$ cat config.mk
export PLATFORM = sky130hd
export DESIGN_NAME = vending_change_dispenser
export DESIGN_NICKNAME = d
export VERILOG_FILES = /design/src/hdl/vcd_pkg.sv /design/src/hdl/vcd_ucode_rom.sv /design/src/hdl/vcd_sequencer.sv /design/src/hdl/vcd_datapath.sv /design/src/hdl/vending_change_dispenser.sv
export SDC_FILE = /design/constraint.sdc
export NUM_CORES = 2
export LEC_CHECK = 0
export BUFFER_PORTS_ARGS = -buffer_cell sky130_fd_sc_hd__buf_2
export CORE_UTILIZATION = 55
export DETAILED_ROUTE_END_ITERATION = 8
export GPL_TIMING_DRIVEN = 0
export HOLD_SLACK_MARGIN = 0.03
export PLACE_DENSITY = 0.82
export SLEW_MARGIN = 20
export SYNTH_ARGS = -nofsm -noshare
export SYNTH_HDL_FRONTEND = slang
export SYNTH_SLANG_ARGS = --single-unit
$ cat constraint.sdc
create_clock -name clk -period 17.45 [get_ports clk]
set_input_delay 0 -clock clk [delete_from_list [all_inputs] [get_ports clk]]
set_output_delay 0 -clock clk [all_outputs]
set_load 0.1 [all_outputs]
$ cat src/hdl/vcd_pkg.sv
// vcd_pkg: shared constants, types and microcode word layout for the change dispenser
// used by every module under hdl but vcd_checker; depends on nothing else
`timescale 1ns / 1ps

package vcd_pkg;

  localparam int STOCK_BITS = 16;
  localparam int NUM_DENOM  = 5;
  localparam int NUM_DRINKS = 5;
  localparam int PAID_W     = 8;
  localparam int PRICE_W    = 14;
  localparam int SEL_W      = 3;
  localparam int STATUS_W   = 2;
  localparam int OUT_W      = 16;
  localparam int DEN_IDX_W  = 3;
  localparam int DENOM_W    = 10;
  localparam int CFG_ADDR_W = 3;

  // 255 pieces of every denomination: 423300 yen
  localparam int TOTAL_W    = 19;
  // reciprocal scaling for division by a denomination
  localparam int RECIP_S    = 20;
  localparam int RCP_W      = 17;
  localparam int PROD_W     = TOTAL_W + RCP_W;
  localparam int Q_W        = PROD_W - RECIP_S;
  localparam int MX_W       = (STOCK_BITS > TOTAL_W) ? STOCK_BITS : TOTAL_W;

  localparam int IN_DATA_W  = NUM_DENOM * PAID_W;
  localparam int OUT_DATA_W = 2 * NUM_DENOM * OUT_W;

  localparam int PC_W       = 5;
  localparam logic [PC_W-1:0] PC_END = PC_W'(27);

  localparam logic [DENOM_W-1:0] DENOM_VAL [NUM_DENOM] =
    '{DENOM_W'(1000), DENOM_W'(500), DENOM_W'(100), DENOM_W'(50), DENOM_W'(10)};

  localparam logic [RCP_W-1:0] DENOM_RCP [NUM_DENOM] =
    '{RCP_W'((1 << RECIP_S) / 1000), RCP_W'((1 << RECIP_S) / 500),
      RCP_W'((1 << RECIP_S) / 100), RCP_W'((1 << RECIP_S) / 50),
      RCP_W'((1 << RECIP_S) / 10)};

  localparam logic [STOCK_BITS-1:0] STOCK_RST [NUM_DENOM] =
    '{STOCK_BITS'(0), STOCK_BITS'(10), STOCK_BITS'(10), STOCK_BITS'(10), STOCK_BITS'(10)};

  localparam logic [PRICE_W-1:0] PRICE_RST [NUM_DRINKS] =
    '{PRICE_W'(110), PRICE_W'(140), PRICE_W'(210), PRICE_W'(190), PRICE_W'(120)};

  typedef enum logic [STATUS_W-1:0] {
    ST_CHANGE   = 2'd0,
    ST_EXACT    = 2'd1,
    ST_SHORT    = 2'd2,
    ST_NOCHANGE = 2'd3
  } status_t;

  typedef enum logic [2:0] {
    OP_ACC,
    OP_CMP,
    OP_MUL,
    OP_QEST,
    OP_FIX,
    OP_APPLY,
    OP_CHECK,
    OP_END
  } op_t;

  typedef struct packed {
    op_t                  op;
    logic [DEN_IDX_W-1:0] den;
    logic                 jmp;
    logic [PC_W-1:0]      tgt;
    logic                 last;
  } ucw_t;

  typedef struct packed {
    logic jump;
    logic stall;
  } dp_stat_t;

  typedef struct packed {
    logic start;
    logic run;
  } seq_ctl_t;

endpackage

$ cat src/hdl/vcd_ucode_rom.sv
// vcd_ucode_rom: read-only control program, one control word per step
// depends on vcd_pkg
`timescale 1ns / 1ps

module vcd_ucode_rom import vcd_pkg::*; (
  input  logic [PC_W-1:0] pc,
  output ucw_t            uw
);

  function automatic ucw_t mk(op_t op, logic [DEN_IDX_W-1:0] den, logic jmp, logic last);
    ucw_t w;
    w.op   = op;
    w.den  = den;
    w.jmp  = jmp;
    w.tgt  = PC_END;
    w.last = last;
    return w;
  endfunction

  always_comb begin
    case (pc)
      // paid total and saturated working stock
      5'd0:  uw = mk(OP_ACC,   3'd0, 1'b0, 1'b0);
      5'd1:  uw = mk(OP_ACC,   3'd1, 1'b0, 1'b0);
      5'd2:  uw = mk(OP_ACC,   3'd2, 1'b0, 1'b0);
      5'd3:  uw = mk(OP_ACC,   3'd3, 1'b0, 1'b0);
      5'd4:  uw = mk(OP_ACC,   3'd4, 1'b0, 1'b0);
      // short or exact money skips the change loop
      5'd5:  uw = mk(OP_CMP,   3'd0, 1'b1, 1'b0);
      5'd6:  uw = mk(OP_MUL,   3'd0, 1'b0, 1'b0);
      5'd7:  uw = mk(OP_QEST,  3'd0, 1'b0, 1'b0);
      5'd8:  uw = mk(OP_FIX,   3'd0, 1'b0, 1'b0);
      5'd9:  uw = mk(OP_APPLY, 3'd0, 1'b0, 1'b0);
      5'd10: uw = mk(OP_MUL,   3'd1, 1'b0, 1'b0);
      5'd11: uw = mk(OP_QEST,  3'd1, 1'b0, 1'b0);
      5'd12: uw = mk(OP_FIX,   3'd1, 1'b0, 1'b0);
      5'd13: uw = mk(OP_APPLY, 3'd1, 1'b0, 1'b0);
      5'd14: uw = mk(OP_MUL,   3'd2, 1'b0, 1'b0);
      5'd15: uw = mk(OP_QEST,  3'd2, 1'b0, 1'b0);
      5'd16: uw = mk(OP_FIX,   3'd2, 1'b0, 1'b0);
      5'd17: uw = mk(OP_APPLY, 3'd2, 1'b0, 1'b0);
      5'd18: uw = mk(OP_MUL,   3'd3, 1'b0, 1'b0);
      5'd19: uw = mk(OP_QEST,  3'd3, 1'b0, 1'b0);
      5'd20: uw = mk(OP_FIX,   3'd3, 1'b0, 1'b0);
      5'd21: uw = mk(OP_APPLY, 3'd3, 1'b0, 1'b0);
      5'd22: uw = mk(OP_MUL,   3'd4, 1'b0, 1'b0);
      5'd23: uw = mk(OP_QEST,  3'd4, 1'b0, 1'b0);
      5'd24: uw = mk(OP_FIX,   3'd4, 1'b0, 1'b0);
      5'd25: uw = mk(OP_APPLY, 3'd4, 1'b0, 1'b0);
      5'd26: uw = mk(OP_CHECK, 3'd0, 1'b0, 1'b0);
      5'd27: uw = mk(OP_END,   3'd0, 1'b0, 1'b1);
      default: uw = mk(OP_END, 3'd0, 1'b0, 1'b1);
    endcase
  end

endmodule

$ cat src/hdl/vcd_sequencer.sv
// vcd_sequencer: step counter with conditional jump, and the input request handshake
// depends on vcd_pkg
`timescale 1ns / 1ps

module vcd_sequencer import vcd_pkg::*; (
  input  logic            clk,
  input  logic            rst_n,
  input  logic            in_tvalid,
  output logic            in_tready,
  input  ucw_t            uw,
  input  dp_stat_t        st,
  output logic [PC_W-1:0] pc,
  output seq_ctl_t        ctl
);

  logic            busy_r;
  logic [PC_W-1:0] pc_r;

  assign in_tready = ~busy_r;
  assign pc        = pc_r;
  assign ctl.start = in_tvalid & ~busy_r;
  assign ctl.run   = busy_r & ~st.stall;

  always_ff @(posedge clk) begin
    if (!rst_n) begin
      busy_r <= 1'b0;
      pc_r   <= '0;
    end else if (!busy_r) begin
      if (in_tvalid) begin
        busy_r <= 1'b1;
        pc_r   <= '0;
      end
    end else if (!st.stall) begin
      if (uw.last) begin
        busy_r <= 1'b0;
      end else if (uw.jmp && st.jump) begin
        pc_r <= uw.tgt;
      end else begin
        pc_r <= pc_r + PC_W'(1);
      end
    end
  end

endmodule

$ cat src/hdl/vcd_datapath.sv
// vcd_datapath: price registers, coin stock, change arithmetic and result register
// depends on vcd_pkg; driven by the control word from vcd_ucode_rom
`timescale 1ns / 1ps

module vcd_datapath import vcd_pkg::*; (
  input  logic                  clk,
  input  logic                  rst_n,
  input  seq_ctl_t              ctl,
  input  ucw_t                  uw,
  input  logic [SEL_W-1:0]      sel_in,
  input  logic [IN_DATA_W-1:0]  paid_in,
  input  logic                  cfg_wen,
  input  logic [CFG_ADDR_W-1:0] cfg_addr,
  input  logic [PRICE_W-1:0]    cfg_wdata,
  output dp_stat_t              st,
  output logic                  out_valid,
  input  logic                  out_ready,
  output logic [OUT_DATA_W-1:0] out_data,
  output logic [STATUS_W-1:0]   out_status
);

  logic [PRICE_W-1:0]    price_r [NUM_DRINKS];
  logic [STOCK_BITS-1:0] stock_r [NUM_DENOM];
  logic [STOCK_BITS-1:0] work_r  [NUM_DENOM];
  logic [PAID_W-1:0]     paid_r  [NUM_DENOM];
  logic [TOTAL_W-1:0]    give_r  [NUM_DENOM];
  logic [SEL_W-1:0]      sel_r;
  logic [TOTAL_W-1:0]    total_r;
  logic [TOTAL_W-1:0]    rem_r;
  logic [PROD_W-1:0]     prod_r;
  logic [Q_W-1:0]        q_r;
  logic [TOTAL_W-1:0]    qd_r;
  logic [TOTAL_W-1:0]    take_r;
  status_t               status_r;
  logic                  out_valid_r;
  logic [OUT_DATA_W-1:0] out_data_r;
  logic [STATUS_W-1:0]   out_status_r;

  logic [DEN_IDX_W-1:0]  den;
  logic [DENOM_W-1:0]    dval;
  logic [SEL_W-1:0]      sel_sat;
  logic [TOTAL_W-1:0]    price_ext;
  logic [STOCK_BITS:0]   stock_sum;
  logic [STOCK_BITS-1:0] work_sat;
  logic [TOTAL_W-1:0]    acc_add;
  logic [TOTAL_W-1:0]    diff;
  logic [TOTAL_W-1:0]    q_fix;
  logic [MX_W-1:0]       take_mx;
  logic                  commit;
  logic [OUT_DATA_W-1:0] out_data_nxt;

  assign den       = uw.den;
  assign dval      = DENOM_VAL[den];
  assign sel_sat   = (sel_r >= SEL_W'(NUM_DRINKS)) ? SEL_W'(NUM_DRINKS - 1) : sel_r;
  assign price_ext = TOTAL_W'(price_r[sel_sat]);

  // inserted pieces join the working stock, clipped at full scale
  assign stock_sum = {1'b0, stock_r[den]} + (STOCK_BITS + 1)'(paid_r[den]);
  assign work_sat  = stock_sum[STOCK_BITS] ? {STOCK_BITS{1'b1}} : stock_sum[STOCK_BITS-1:0];
  assign acc_add   = TOTAL_W'(paid_r[den]) * TOTAL_W'(dval);

  // reciprocal quotient is at most one low; one compare settles it
  assign diff    = rem_r - qd_r;
  assign q_fix   = TOTAL_W'(q_r) + TOTAL_W'(diff >= TOTAL_W'(dval));
  assign take_mx = (MX_W'(work_r[den]) < MX_W'(q_fix)) ? MX_W'(work_r[den]) : MX_W'(q_fix);

  assign commit   = (status_r == ST_CHANGE) || (status_r == ST_EXACT);
  assign st.jump  = (uw.op == OP_CMP) && (total_r <= price_ext);
  assign st.stall = (uw.op == OP_END) && out_valid_r && !out_ready;

  always_comb begin
    for (int j = 0; j < NUM_DENOM; j++) begin
      out_data_nxt[j*OUT_W +: OUT_W] = commit ? OUT_W'(give_r[j]) : OUT_W'(paid_r[j]);
      out_data_nxt[(NUM_DENOM+j)*OUT_W +: OUT_W] =
        commit ? OUT_W'(work_r[j]) : OUT_W'(stock_r[j]);
    end
  end

  always_ff @(posedge clk) begin
    if (!rst_n) begin
      price_r     <= PRICE_RST;
      stock_r     <= STOCK_RST;
      out_valid_r <= 1'b0;
    end else begin
      if (cfg_wen && (cfg_addr < CFG_ADDR_W'(NUM_DRINKS))) begin
        price_r[cfg_addr] <= cfg_wdata;
      end
      // a finishing step reloads the register in the same cycle
      if (out_valid_r && out_ready && !(ctl.run && (uw.op == OP_END))) begin
        out_valid_r <= 1'b0;
      end
      if (ctl.start) begin
        sel_r   <= sel_in;
        total_r <= '0;
        for (int j = 0; j < NUM_DENOM; j++) begin
          paid_r[j] <= paid_in[j*PAID_W +: PAID_W];
          give_r[j] <= '0;
        end
      end
      if (ctl.run) begin
        case (uw.op)
          OP_ACC: begin
            total_r     <= total_r + acc_add;
            work_r[den] <= work_sat;
          end
          OP_CMP: begin
            rem_r <= total_r - price_ext;
            if (total_r < price_ext) begin
              status_r <= ST_SHORT;
            end else begin
              status_r <= ST_EXACT;
            end
          end
          OP_MUL: begin
            prod_r <= PROD_W'(rem_r) * PROD_W'(DENOM_RCP[den]);
          end
          OP_QEST: begin
            q_r  <= prod_r[RECIP_S +: Q_W];
            qd_r <= TOTAL_W'(prod_r[RECIP_S +: Q_W]) * TOTAL_W'(dval);
          end
          OP_FIX: begin
            take_r <= TOTAL_W'(take_mx);
          end
          OP_APPLY: begin
            give_r[den] <= take_r;
            work_r[den] <= work_r[den] - STOCK_BITS'(take_r);
            rem_r       <= rem_r - TOTAL_W'(take_r) * TOTAL_W'(dval);
          end
          OP_CHECK: begin
            status_r <= (rem_r != '0) ? ST_NOCHANGE : ST_CHANGE;
          end
          OP_END: begin
            if (commit) begin
              stock_r <= work_r;
            end
            out_valid_r  <= 1'b1;
            out_data_r   <= out_data_nxt;
            out_status_r <= status_r;
          end
          default: begin
          end
        endcase
      end
    end
  end

  assign out_valid  = out_valid_r;
  assign out_data   = out_data_r;
  assign out_status = out_status_r;

endmodule

$ cat src/hdl/vending_change_dispenser.sv
// vending_change_dispenser: top level, joins program rom, sequencer and datapath
// depends on vcd_pkg, vcd_ucode_rom, vcd_sequencer and vcd_datapath
`timescale 1ns / 1ps

// One purchase at a time: after a request is taken, in_tready stays low while a microcode
// program runs. When change is due the program takes 28 steps (five steps to total the
// money and top up the stock, one compare, four steps per denomination for the greedy
// change, one check and one finishing step). Short money and exact payment jump from the
// compare straight to the finishing step. The result sits in an output register; the next
// purchase is taken while it waits, but its finishing step holds until that register is
// free. The five drink prices may be rewritten through cfg_ only while no purchase is in
// flight.

module vending_change_dispenser import vcd_pkg::*; (
  input  logic                  clk,
  input  logic                  rst_n,
  input  logic                  in_tvalid,
  output logic                  in_tready,
  // paid_thousands, paid_five_hundreds, paid_hundreds, paid_fifties, paid_tens
  input  logic [IN_DATA_W-1:0]  in_tdata,
  // drink_select
  input  logic [SEL_W-1:0]      in_tuser,
  output logic                  out_tvalid,
  input  logic                  out_tready,
  // back_thousands .. back_tens, then left_thousands .. left_tens
  output logic [OUT_DATA_W-1:0] out_tdata,
  // status
  output logic [STATUS_W-1:0]   out_tuser,
  input  logic                  cfg_wen,
  input  logic [CFG_ADDR_W-1:0] cfg_addr,
  input  logic [PRICE_W-1:0]    cfg_wdata
);

  logic [PC_W-1:0] pc;
  ucw_t            uw;
  dp_stat_t        st;
  seq_ctl_t        ctl;

  vcd_ucode_rom u_rom (
    .pc (pc),
    .uw (uw)
  );

  vcd_sequencer u_seq (
    .clk       (clk),
    .rst_n     (rst_n),
    .in_tvalid (in_tvalid),
    .in_tready (in_tready),
    .uw        (uw),
    .st        (st),
    .pc        (pc),
    .ctl       (ctl)
  );

  vcd_datapath u_dp (
    .clk        (clk),
    .rst_n      (rst_n),
    .ctl        (ctl),
    .uw         (uw),
    .sel_in     (in_tuser),
    .paid_in    (in_tdata),
    .cfg_wen    (cfg_wen),
    .cfg_addr   (cfg_addr),
    .cfg_wdata  (cfg_wdata),
    .st         (st),
    .out_valid  (out_tvalid),
    .out_ready  (out_tready),
    .out_data   (out_tdata),
    .out_status (out_tuser)
  );

endmodule

==> parameters.txt <==
Parameter                              Value

Status
  Outcome    finished, final reports clean

Worst setup path
  Library cell appearing most often on the critical path    sky130_fd_sc_hd__fa_1
  CP endpoint kind    register
  Required @ worst endpoint    17.84 ns
  Worst endpoint data arrival time    11.11 ns
  Worst setup SP type    register
  Standard cell with the maximum stage delay on the critical path    sky130_fd_sc_hd__buf_1
  Class of the most critical setup path    reg -> reg
  Maximum single-stage delay on the critical path    0.80 ns
  Maximum fanout along the worst path    11

Clock network
  CTS resizes    0
  Max Buffers Root-to-Sink    3
  Clock tree from TritonCTS    built
  Number of buffers inserted during clock tree synthesis    67
  CTS Root Cell    sky130_fd_sc_hd__clkbuf_16
  Max H-tree Level    3
  Worst skew pair latency    0.65 ns
  Sinks on Clock Net    637
  Clk slew on worst S/H paths    0.07 ns
  Setup repair bufs after CTS    0

Synthesis
  Post-synthesis register bit count    637
  Adder-cell area share of the yosys netlist    28.1%
  Post-synthesis mux area share    5.29%
  Share of synthesized area occupied by flip-flops and latches    35.9%
  Number of enable flip-flop cells after synthesis    472
  Number of distinct library cells after synthesis    85
  Net count of the mapped netlist    5671
  Prevailing post-synth register cell    sky130_fd_sc_hd__edfxtp_1
  Cells after synthesis    4791
  Dominant combinational cell family by area after synthesis    adder cells
  Area share of and/or/nand/nor cells after synthesis    13.5%
  Compound-gate portion of the synthesized area    7.49%
  Xor/xnor share of the synthesized area    2.59%
  Share of flip-flops with an asynchronous set or reset    0%
  Netlist Area Pre-Place    0.0487 mm2
  Syn avg cell area    10.2 um2
  Synthesis warning total    0

Cells and area
  Most common library cell in the layout ignoring fill and taps    sky130_fd_sc_hd__inv_1
  Most used cells in the layout excluding fill and tap cells    sky130_fd_sc_hd__inv_1 (683), sky130_fd_sc_hd__nand2_1 (681), sky130_fd_sc_hd__edfxtp_1 (472)
  Final layout net count    6069
  Final Instance Area    0.0545 mm2
  Fraction of layout instances using a drive strength above 1    11.0%
  Area Growth Syn to Fin    12.0%
  Number of diodes    0

Drt
  Average routed wire per standard cell    24.8 um
  Overall via count from detail_route    38000
  Initial DRT Pass Iterations    6
  Detailed-route wire length    159000 um
  Initial DRC count    4540
  Ratio of routed vias to standard cells    5.95
  Number of nets with antenna violations after detailed routing    0
  Detailed-route DRC error count    0

GRT
  Number of antenna violations at the first check in global routing    4
  Number of global-route vias before repair    38200
  Largest net degree at the start of global routing    44
  First-pass GRT wire length    235000 um
  Total global routing track utilization    35.6%
  Total overflow reported by the global router    0

STA
  Max-slew violation count    0
  Worst-Margin Slew    1.17 ns
  Top achievable clock speed    93.3 MHz
  Setup repair after global routing missed its margin    false
  Sum of negative setup slack    0 ns
  Min Tclk post-route    10.72 ns
  Hold violation total from the final report    0
  Worst setup margin    6.73 ns
  Finish-stage setup viols    0
  Final Cycle Share    61.4%
  Final clock skew    0.0328 ns
  Relative slew margins    22.0%

Placed design
  Routability congestion estimate    1.02
  Dpl ws    7.03 ns
  HPWL after detailed placement    126000 um
  Instance area at placement    0.0516 mm2
  Port-buffer cells    228

Pwr
  P_leak    23.5 nW
  Pwr dens    117 mW/mm2
  Peak supply drop    0.197 mV

Floorplanning
  Starting density of the core    55.8%
  # rows    108
  Die outline width    299 um
  Area of the die    0.0897 mm2
  Std-Cell Core Area    0.0872 mm2
  Die height    299 um
  IO Count    229

Run
  Max-cap violations    0

Worst hold path
  Path type of the worst min-delay path    in -> reg
path summary, 6_finish.rpt:
check	to	start	cells after the start	slack [ns]
setup / recovery	u_dp.prod_r[34]	u_rom.uw[8]	29	6.73
hold / removal	u_seq.pc[0]	in_tvalid	4	0.07
setup reg to reg	u_dp.prod_r[34]	u_rom.uw[8]	29	6.73
hold reg to reg	u_dp.price_r[23]	u_dp.price_r[23]	2	0.46
per-stage QoR:
step / hold slack [ns] / std cells / total power, W / utilization [%]
after floorplan: 0.0989 / 4791 / 0.00393 / -
after global placement: 0.179 / 6174 / 0.00474 / 58.8
after detailed placement: 0.178 / 6207 / 0.00482 / 59.2
after CTS: 0.0344 / 6396 / 0.00630 / 62.5
after global routing: 0.0585 / 6396 / 0.00678 / 62.5
final: 0.0651 / 6396 / 0.00638 / 62.5
cells in the mapped netlist, types with 17 or more instances:
master | instances | area (um2)
sky130_fd_sc_hd__nand2_1 | 681 | 2560
sky130_fd_sc_hd__a221oi_1 | 17 | 149
sky130_fd_sc_hd__and2_1 | 63 | 394
sky130_fd_sc_hd__mux2i_1 | 76 | 761
sky130_fd_sc_hd__dfxtp_1 | 165 | 3300
sky130_fd_sc_hd__xor2_1 | 41 | 359
sky130_fd_sc_hd__o31ai_1 | 17 | 128
sky130_fd_sc_hd__a21o_1 | 20 | 150
sky130_fd_sc_hd__nor2b_1 | 88 | 551
sky130_fd_sc_hd__nand2b_1 | 27 | 169
sky130_fd_sc_hd__ha_1 | 349 | 4370
sky130_fd_sc_hd__nor2_1 | 331 | 1240
sky130_fd_sc_hd__xnor2_1 | 103 | 902
sky130_fd_sc_hd__fa_1 | 466 | 9330
sky130_fd_sc_hd__o21a_1 | 40 | 300
sky130_fd_sc_hd__and3_1 | 32 | 200
sky130_fd_sc_hd__inv_1 | 684 | 2570
sky130_fd_sc_hd__a21oi_1 | 236 | 1180
sky130_fd_sc_hd__edfxtp_1 | 472 | 14200
sky130_fd_sc_hd__nand3_1 | 86 | 430
sky130_fd_sc_hd__mux2_2 | 128 | 1440
sky130_fd_sc_hd__o21ai_0 | 95 | 475
sky130_fd_sc_hd__nor3_1 | 107 | 536
sky130_fd_sc_hd__buf_1 | 27 | 101
sky130_fd_sc_hd__clkbuf_1 | 177 | 664
repair_timing:
item / 4_1_cts / 5_1_grt
hold endpoints to repair: 135 / 0
hold buffers: 68 / 0
setup endpoints to repair: 0 / 0
sequential cells by signal, summed over array words and instances, names as in the netlist, 5 cells and up:
signal and cells:
u_dp.take_r 17, u_dp.stock_r 80, u_dp.prod_r 16, u_dp.rem_r 19, u_seq.pc 5, u_dp.work_r 80
u_rom.uw 8, u_dp.q_r 16, u_dp.qd_r 18, u_dp.give_r 80, u_dp.total_r 19, u_dp.out_data 160
u_dp.paid_r 40, u_dp.price_r 70
cells by family after synthesis:
family | Yosys count
simple gates | 1483
flops | 637
mux | 221
xor+xnor | 144
buf+inv | 913
fa+ha+maj | 815
compound gates | 577
other cells | 1
critical path: cells and delay by family (launching register included):
kind	cells	cell delay (ns)
buffers and inverters	10	3.72
adders and majority gates	8	3.14
AOI/OAI and AO/OA	8	2.27
and+or+nand+nor	2	0.50
DFF	1	0.45
xor gates and xnor gates	1	0.35
power breakdown:
part           internal [W]  switching, W
clock              0.000812      0.000644
combinational       0.00124       0.00192
sequential          0.00172     0.0000494
metal layers:
layer,vias to the layer above,share of wire [%],track usage [%]
li1,16600,-,-
met1,18700,39,47.9
met2,2325,44,53.6
met3,448,13,10.8
met4,4,4.6,14.7
met5,-,0.035,0
area by class of cell:
| cell class | count | area (um2) |
|---|---|---|
| Buffer | 213 | 821 |
| Multi-Input combinational cell | 3241 | 27800 |
| Inverter | 700 | 2630 |
| Sequential cell | 637 | 17500 |
| Fill cell | 7000 | 32600 |
| Clock buffer | 81 | 1770 |
| Clock inverter | 40 | 442 |
| Timing Repair Buffer | 329 | 2100 |
| Tap cell | 1155 | 1450 |
Power figures use the tool's default switching activity.
